**config.mk**
```make
export PLATFORM = sky130hd
export DESIGN_NAME = cmf_ctrl
export DESIGN_NICKNAME = d
export VERILOG_FILES = /design/src/rtl/cmf_pkg.sv /design/src/rtl/cmf_ctrl.sv
export SDC_FILE = /design/constraint.sdc
export NUM_CORES = 1
export LEC_CHECK = 0
export ABC_AREA = 1
export BUFFER_PORTS_ARGS = -buffer_cell sky130_fd_sc_hd__buf_2
export CORE_AREA = 2 2 39 41
export DETAILED_ROUTE_END_ITERATION = 8
export DIE_AREA = 0 0 41 43
export GPL_ROUTABILITY_DRIVEN = 0
export SLEW_MARGIN = 15
export SYNTH_ARGS = -nofsm -noshare
export SYNTH_HDL_FRONTEND = slang
export SYNTH_SLANG_ARGS = --single-unit
```
**constraint.sdc**
```tcl
create_clock -name clk -period 2.8 [get_ports clk]
set_input_delay 0.28 -clock clk [delete_from_list [all_inputs] [get_ports clk]]
set_output_delay 0.28 -clock clk [all_outputs]
set_load 0.02 [all_outputs]
```
**src/rtl/cmf_pkg.sv**
```systemverilog
`default_nettype none
// ---------------------------------------------------------------------------
// cmf_pkg: shared types and constants for the Chaikin money flow block
// Widths of the bar fields, the sums and the divider, plus the command and
// status bundles between controller and datapath.
// ---------------------------------------------------------------------------
package cmf_pkg;

  localparam int MAX_PERIOD     = 256;
  localparam int FRAC_BITS      = 16;
  localparam int DEFAULT_PERIOD = 20;

  localparam int PTR_W   = $clog2(MAX_PERIOD);
  localparam int LEN_W   = 9;
  localparam int PRICE_W = 32;
  localparam int VOL_W   = 32;

  // Multiplier magnitude, 0 .. 1.0 in Q.16, needs one integer bit.
  localparam int MUL_W   = FRAC_BITS + 1;
  localparam int PROD_W  = MUL_W + VOL_W;
  localparam int FLOW_W  = PROD_W + 1;
  localparam int FSUM_W  = 58;
  localparam int VSUM_W  = 40;
  localparam int RATIO_W = MUL_W + 1;

  // Price difference 2*close - low - high and its magnitude.
  localparam int DIFF_W = PRICE_W + 3;
  localparam int MAG_W  = PRICE_W + 2;

  localparam int DIV_NUM_W = FSUM_W;
  localparam int DIV_DEN_W = VSUM_W;
  localparam int DIV_CNT_W = $clog2(MUL_W + 2);

  localparam int RING_W = FLOW_W + VOL_W;

  localparam logic [MUL_W-1:0] ONE_Q = MUL_W'(1) << FRAC_BITS;

  typedef struct packed {
    logic accept;
    logic cfg_write;
    logic prep;
    logic take_mult;
    logic mul;
    logic update;
    logic ratio_zero;
    logic ratio_start;
    logic take_ratio;
    logic out_load;
  } cmd_t;

  typedef struct packed {
    logic need_div;
    logic div_done;
    logic vol_zero;
  } sts_t;

endpackage
`default_nettype wire

```
**src/rtl/cmf_ctrl.sv**
```systemverilog
`default_nettype none
// ---------------------------------------------------------------------------
// cmf_ctrl: money flow controller
// Sequences one bar through multiplier division, window update, ratio
// division and the output register.
// ---------------------------------------------------------------------------
module cmf_ctrl (
  input  wire logic           clk,
  input  wire logic           rst_n,
  input  wire logic           in_valid,
  output logic                in_ready,
  input  wire logic           cfg_valid,
  output logic                cfg_ready,
  output logic                out_valid,
  input  wire logic           out_ready,
  output cmf_pkg::cmd_t       cmd,
  input  wire cmf_pkg::sts_t  sts
);
  import cmf_pkg::*;

  typedef enum logic [2:0] {
    S_IDLE,
    S_PREP,
    S_MDIV,
    S_MUL,
    S_UPD,
    S_RATIO,
    S_RDIV,
    S_OUT
  } state_t;

  state_t state_r;
  state_t state_nxt;
  logic   out_valid_r;
  logic   slot_free;

  assign slot_free = !out_valid_r || out_ready;

  always_comb begin
    cmd       = '0;
    state_nxt = state_r;
    cfg_ready = (state_r == S_IDLE);
    in_ready  = (state_r == S_IDLE) && !cfg_valid;
    unique case (state_r)
      S_IDLE: begin
        if (cfg_valid) begin
          cmd.cfg_write = 1'b1;
        end else if (in_valid) begin
          cmd.accept = 1'b1;
          state_nxt  = S_PREP;
        end
      end
      S_PREP: begin
        cmd.prep  = 1'b1;
        state_nxt = sts.need_div ? S_MDIV : S_MUL;
      end
      S_MDIV: begin
        cmd.take_mult = 1'b1;
        if (sts.div_done) begin
          state_nxt = S_MUL;
        end
      end
      S_MUL: begin
        cmd.mul   = 1'b1;
        state_nxt = S_UPD;
      end
      S_UPD: begin
        cmd.update = 1'b1;
        state_nxt  = S_RATIO;
      end
      S_RATIO: begin
        if (sts.vol_zero) begin
          cmd.ratio_zero = 1'b1;
          state_nxt      = S_OUT;
        end else begin
          cmd.ratio_start = 1'b1;
          state_nxt       = S_RDIV;
        end
      end
      S_RDIV: begin
        cmd.take_ratio = 1'b1;
        if (sts.div_done) begin
          state_nxt = S_OUT;
        end
      end
      S_OUT: begin
        if (slot_free) begin
          cmd.out_load = 1'b1;
          state_nxt    = S_IDLE;
        end
      end
      default: begin
        state_nxt = S_IDLE;
      end
    endcase
  end

  always_ff @(posedge clk) begin
    if (!rst_n) begin
      state_r     <= S_IDLE;
      out_valid_r <= 1'b0;
    end else begin
      state_r <= state_nxt;
      if (cmd.out_load) begin
        out_valid_r <= 1'b1;
      end else if (out_ready) begin
        out_valid_r <= 1'b0;
      end
    end
  end

  assign out_valid = out_valid_r;

endmodule
`default_nettype wire
```
Yosys cells after proc, flatten, opt, wreduce, memory -nomap -nowiden
Index checks and enable logic that the tools add are counted.
{"block": "classes", "eq_ne": 12, "mux": 24, "n_reduce_logical": 7}
{"op": "3-bit case mux with 8 select lines", "count": 1}
{"op": "1-bit 2-to-1 mux", "count": 16}
{"op": "3-bit 2-to-1 mux", "count": 5}
{"op": "3-bit equality test (second input constant)", "count": 4}
{"op": "2-bit inequality test (second input constant)", "count": 5}
{"op": "3-bit by 2-bit equality test with 1-bit output (second input constant)", "count": 2}
{"op": "5-bit AND reduction", "count": 1}
{"op": "2-bit 2-to-1 mux", "count": 2}
{"op": "3-bit by 1-bit equality test with 1-bit output (second input constant)", "count": 1}
{"op": "3-bit zero test", "count": 1}
{"op": "1-bit zero test", "count": 2}
{"op": "2-bit nonzero test", "count": 1}
{"op": "1-bit logical AND", "count": 1}
{"op": "1-bit logical OR", "count": 1}
{"block": "totals", "output_inout_bits": 13, "regBits": 4, "word_cells": 45}

Depth between registers and ports, before layout
{"block": "depth", "depth_word": 5, "depth_mapped": 6, "mapped_depth_nobuf": 6}

Worst setup path before layout
OpenSTA, ideal clock, no wires.
{"block": "synth_timing", "path_kind": "register -> output", "from": "register state_r[0]", "to": "output cmd[2] in the netlist's numbering", "path_slack_ns": 1.343, "arrival_ns": 1.177, "path_buffers": 0, "required_ns": 2.520, "path_stages_with_launch": 3, "path_cell_list": "dfxtp_1 -> inv_1 -> nor4_1"}
{"element": "from (decl)", "line_no": "cmf_ctrl.sv:32", "source": "state_t state_r;"}
{"element": "from (signal assigned)", "line_no": "cmf_ctrl.sv:103", "source": "state_r <= state_nxt;"}
{"element": "to (decl)", "line_no": "cmf_ctrl.sv:16", "source": "output cmf_pkg::cmd_t cmd,"}

==> flow_metrics.py <==
metrics = {
    "clock_tree": {
        "cts_resized": 0,
        "htree_levels": 1,
        "insertion_delay_ns": 0.24,
        "cts_setup_buffers": 0,
        "cts_buffers": 3,
        "clock-root-buffer": "clkbuf_4",
        "cts.path.max_buffers": 2,
        "cts_tree": "done",
        "clock_sinks": 4,
        "postCtsHoldBufs": 0,
        "clkTransAtPathRegs_ns": 0.04,
    },
    "power_and_ir_drop": {
        "leakagePower_nw": 0.259,
        "clockPowerShare_pct": 21.2,
        "p_comb_share_pct": 52.3,
        "p_sw_share_pct": 48.3,
        "pwr-share-seq_pct": 26.5,
        "power_density_mw_per_mm2": 814,
        "p_switching_uw": 166,
        "ir_drop_uv": 259,
        "cell_internal_pwr_uw": 177,
    },
    "logic_synthesis": {
        "synthCells": 50,
        "synth_edf_count": 0,
        "yosys_warnings": 0,
        "yosysTopAreaCell": "dfxtp_1",
        "synthTopCellsByCount": "nor2_1, inv_1, nand3_1",
        "synthFlopType": "dfxtp_1",
        "synth-seq-area-share_pct": 28.7,
        "synth_seq_cells": 4,
        "syn_area_per_cell_um2": 5.58,
        "synth_most_common_cell": "nor2_1",
        "syn_area_um2": 279,
        "synth_area_leaders": "dfxtp_1, nor2_1, nand3_1, inv_1, nand2_1",
        "synth_async_sr_flop_share_pct": 0,
        "synthDominantCellAreaShare_pct": 28.7,
        "synth_cell_type_count": 12,
        "syn-num-nets": 58,
    },
    "route": {
        "antenna_left": 0,
        "routed_wl_um": 709,
        "routedWlPerCell_um": 7.97,
        "drc": 0,
        "drtIter0Drc": 5,
        "vias": 366,
        "vias_per_cell": 4.11,
        "dr.pass1.iters": 4,
    },
    "finish": {
        "drive_gt1_share_pct": 37.0,
        "finish.net_count": 83,
        "antenna_cells": 0,
        "final_area_um2": 422,
        "syn_to_final_growth_pct": 51.1,
        "fill_cells": 160,
        "fin_util_pct": 30.5,
    },
    "grt": {
        "grt_pass1_wl_mm": 1.12,
        "grt_pass1_vias": 326,
        "grt_overflow": 0,
        "grt_util_all_layers_pct": 10.0,
        "antenna_found_initial": 0,
        "grt_max_degree": 10,
    },
    "floorplanning": {
        "num_io_pins": 21,
        "core_mm2": 0.00138,
        "start_util_pct": 20.2,
        "die_w_um": 41,
        "die_h_um": 43,
        "dieArea_mm2": 0.00176,
        "core.rowCount": 14,
    },
    "timing": {
        "finalSetupViolCount": 0,
        "tns_ns": 0,
        "grt_setup_unrepaired": "false",
        "final.period_utilization_pct": 53.9,
        "slew_headroom_pct": 83.1,
        "tightestPinTransition_ns": 0.252,
        "fin_skew_ns": 0.00382,
        "period_needed_ns": 1.51,
        "fmax_ghz": 0.662,
        "hold_slack_ns": 0.299,
        "final_max_slew_viol_count": 0,
        "finalHoldViolations": 0,
    },
    "critical_path": {
        "cpPeakStageDelay_ns": 0.45,
        "crit_path_start": "state_r[1]",
        "end_kind": "output pin",
        "r2r_end": "state_r[0]",
        "crit_type": "reg -> out",
        "crit_chain": "nand2_2, nor3_1, buf_2",
        "critPathArrivalTime_ns": 1.23,
        "r2r_cells": 6,
        "crit_slowest_cell": "dfxtp_1",
        "cp_max_fo": 7,
        "worstPathRequired_ns": 2.52,
        "reg2reg_from": "state_r[1]",
        "ff2ff_setup_slack_ns": 1.76,
        "cp-endpoint": "cmd[0]",
        "start_kind": "flop",
    },
    "placement": {
        "port_buffers": 20,
        "hpwl_um": 588,
        "place_area_um2": 399,
    },
    "run": {
        "cap_viol_max_count": 0,
    },
    "min_path": {
        "hold_path.class": "in -> reg",
    },
    "run_status": {
        "outcome": "completed",
    },
}
[layout make-up]
type | instances | area (um2) | area share, %
timing repair buffer | 20 | 100 | 23.7
tap | 16 | 20.0 | 4.75
multi-input combinational | 35 | 158 | 37.4
clock buffer | 3 | 22.5 | 5.34
inverter | 11 | 41.3 | 9.79
sequential | 4 | 80.1 | 19.0
[power groups by stage]
stage               sequential (mW)  combinational (mW)  clock (mW)
finish                       0.0908               0.179      0.0728
floorplan                    0.0877               0.132           0
detailed placement           0.0921               0.181           0
global placement             0.0905               0.180           0
global route                 0.0939               0.207      0.0858
CTS                          0.0914               0.181      0.0760
[worst min path at each step]
stage           from   endpoint  cells past startpoint  slack [ns]
5_1_grt        rst_n  out_valid                      2        0.29
2_1_floorplan  rst_n  out_valid                      1        0.40
6_report       rst_n  out_valid                      2        0.30
3_5_place_dp   rst_n  out_valid                      2        0.54
4_1_cts        rst_n  out_valid                      2        0.30
3_3_place_gp   rst_n  out_valid                      2        0.55
[critical path: cells and delay by family (launching register included)]
family / cells / cell delay [ns]
buffers and inverters: 1 / 0.20
DFF: 1 / 0.45
and+or+nand+nor: 2 / 0.34
[flip-flops by register name (all words and copies together) (netlist names)]
| signal | count |
|---|---|
| state_r | 3 |
| out_valid | 1 |
[layer usage]
layer / track usage (%) / part of all wire (%)
met5: 0 / 0
met4: 4.67 / 0
met3: 10.5 / 16
met2: 15.0 / 47
met1: 7.96 / 38
[layout by cell type, fill, tap and decap left out]
cell type  count
inv_1          9
nand2_1        6
nand4_1        1
nor2_1        14
clkbuf_4       3
nor4_1         1
nand2_2        1
buf_2         20
nor3_1         3
dfxtp_1        4
o21a_1         1
nor2_2         1
inv_2          2
nand3_1        7
[cells by family (layout without fill, tap and decap cells)]
kind of cell / Yosys count / count (layout) / synth area share (%)
flops: 4 / 4 / 28.7
simple gates: 34 / 34 / 53.8
buf+inv: 11 / 34 / 14.8
compound gates: 1 / 1 / 2.69
[stage by stage]
| stage | power, mW | setup slack (ns) | std cells |
|---|---|---|---|
| 2_1_floorplan | 0.219 | 1.34 | 50 |
| 3_3_place_gp | 0.270 | 1.53 | 86 |
| 3_5_place_dp | 0.273 | 1.52 | 86 |
| 4_1_cts | 0.348 | 1.27 | 89 |
| 5_1_grt | 0.387 | 1.15 | 89 |
| 6_report | 0.343 | 1.29 | 89 |
Power figures use the tool's default switching activity.
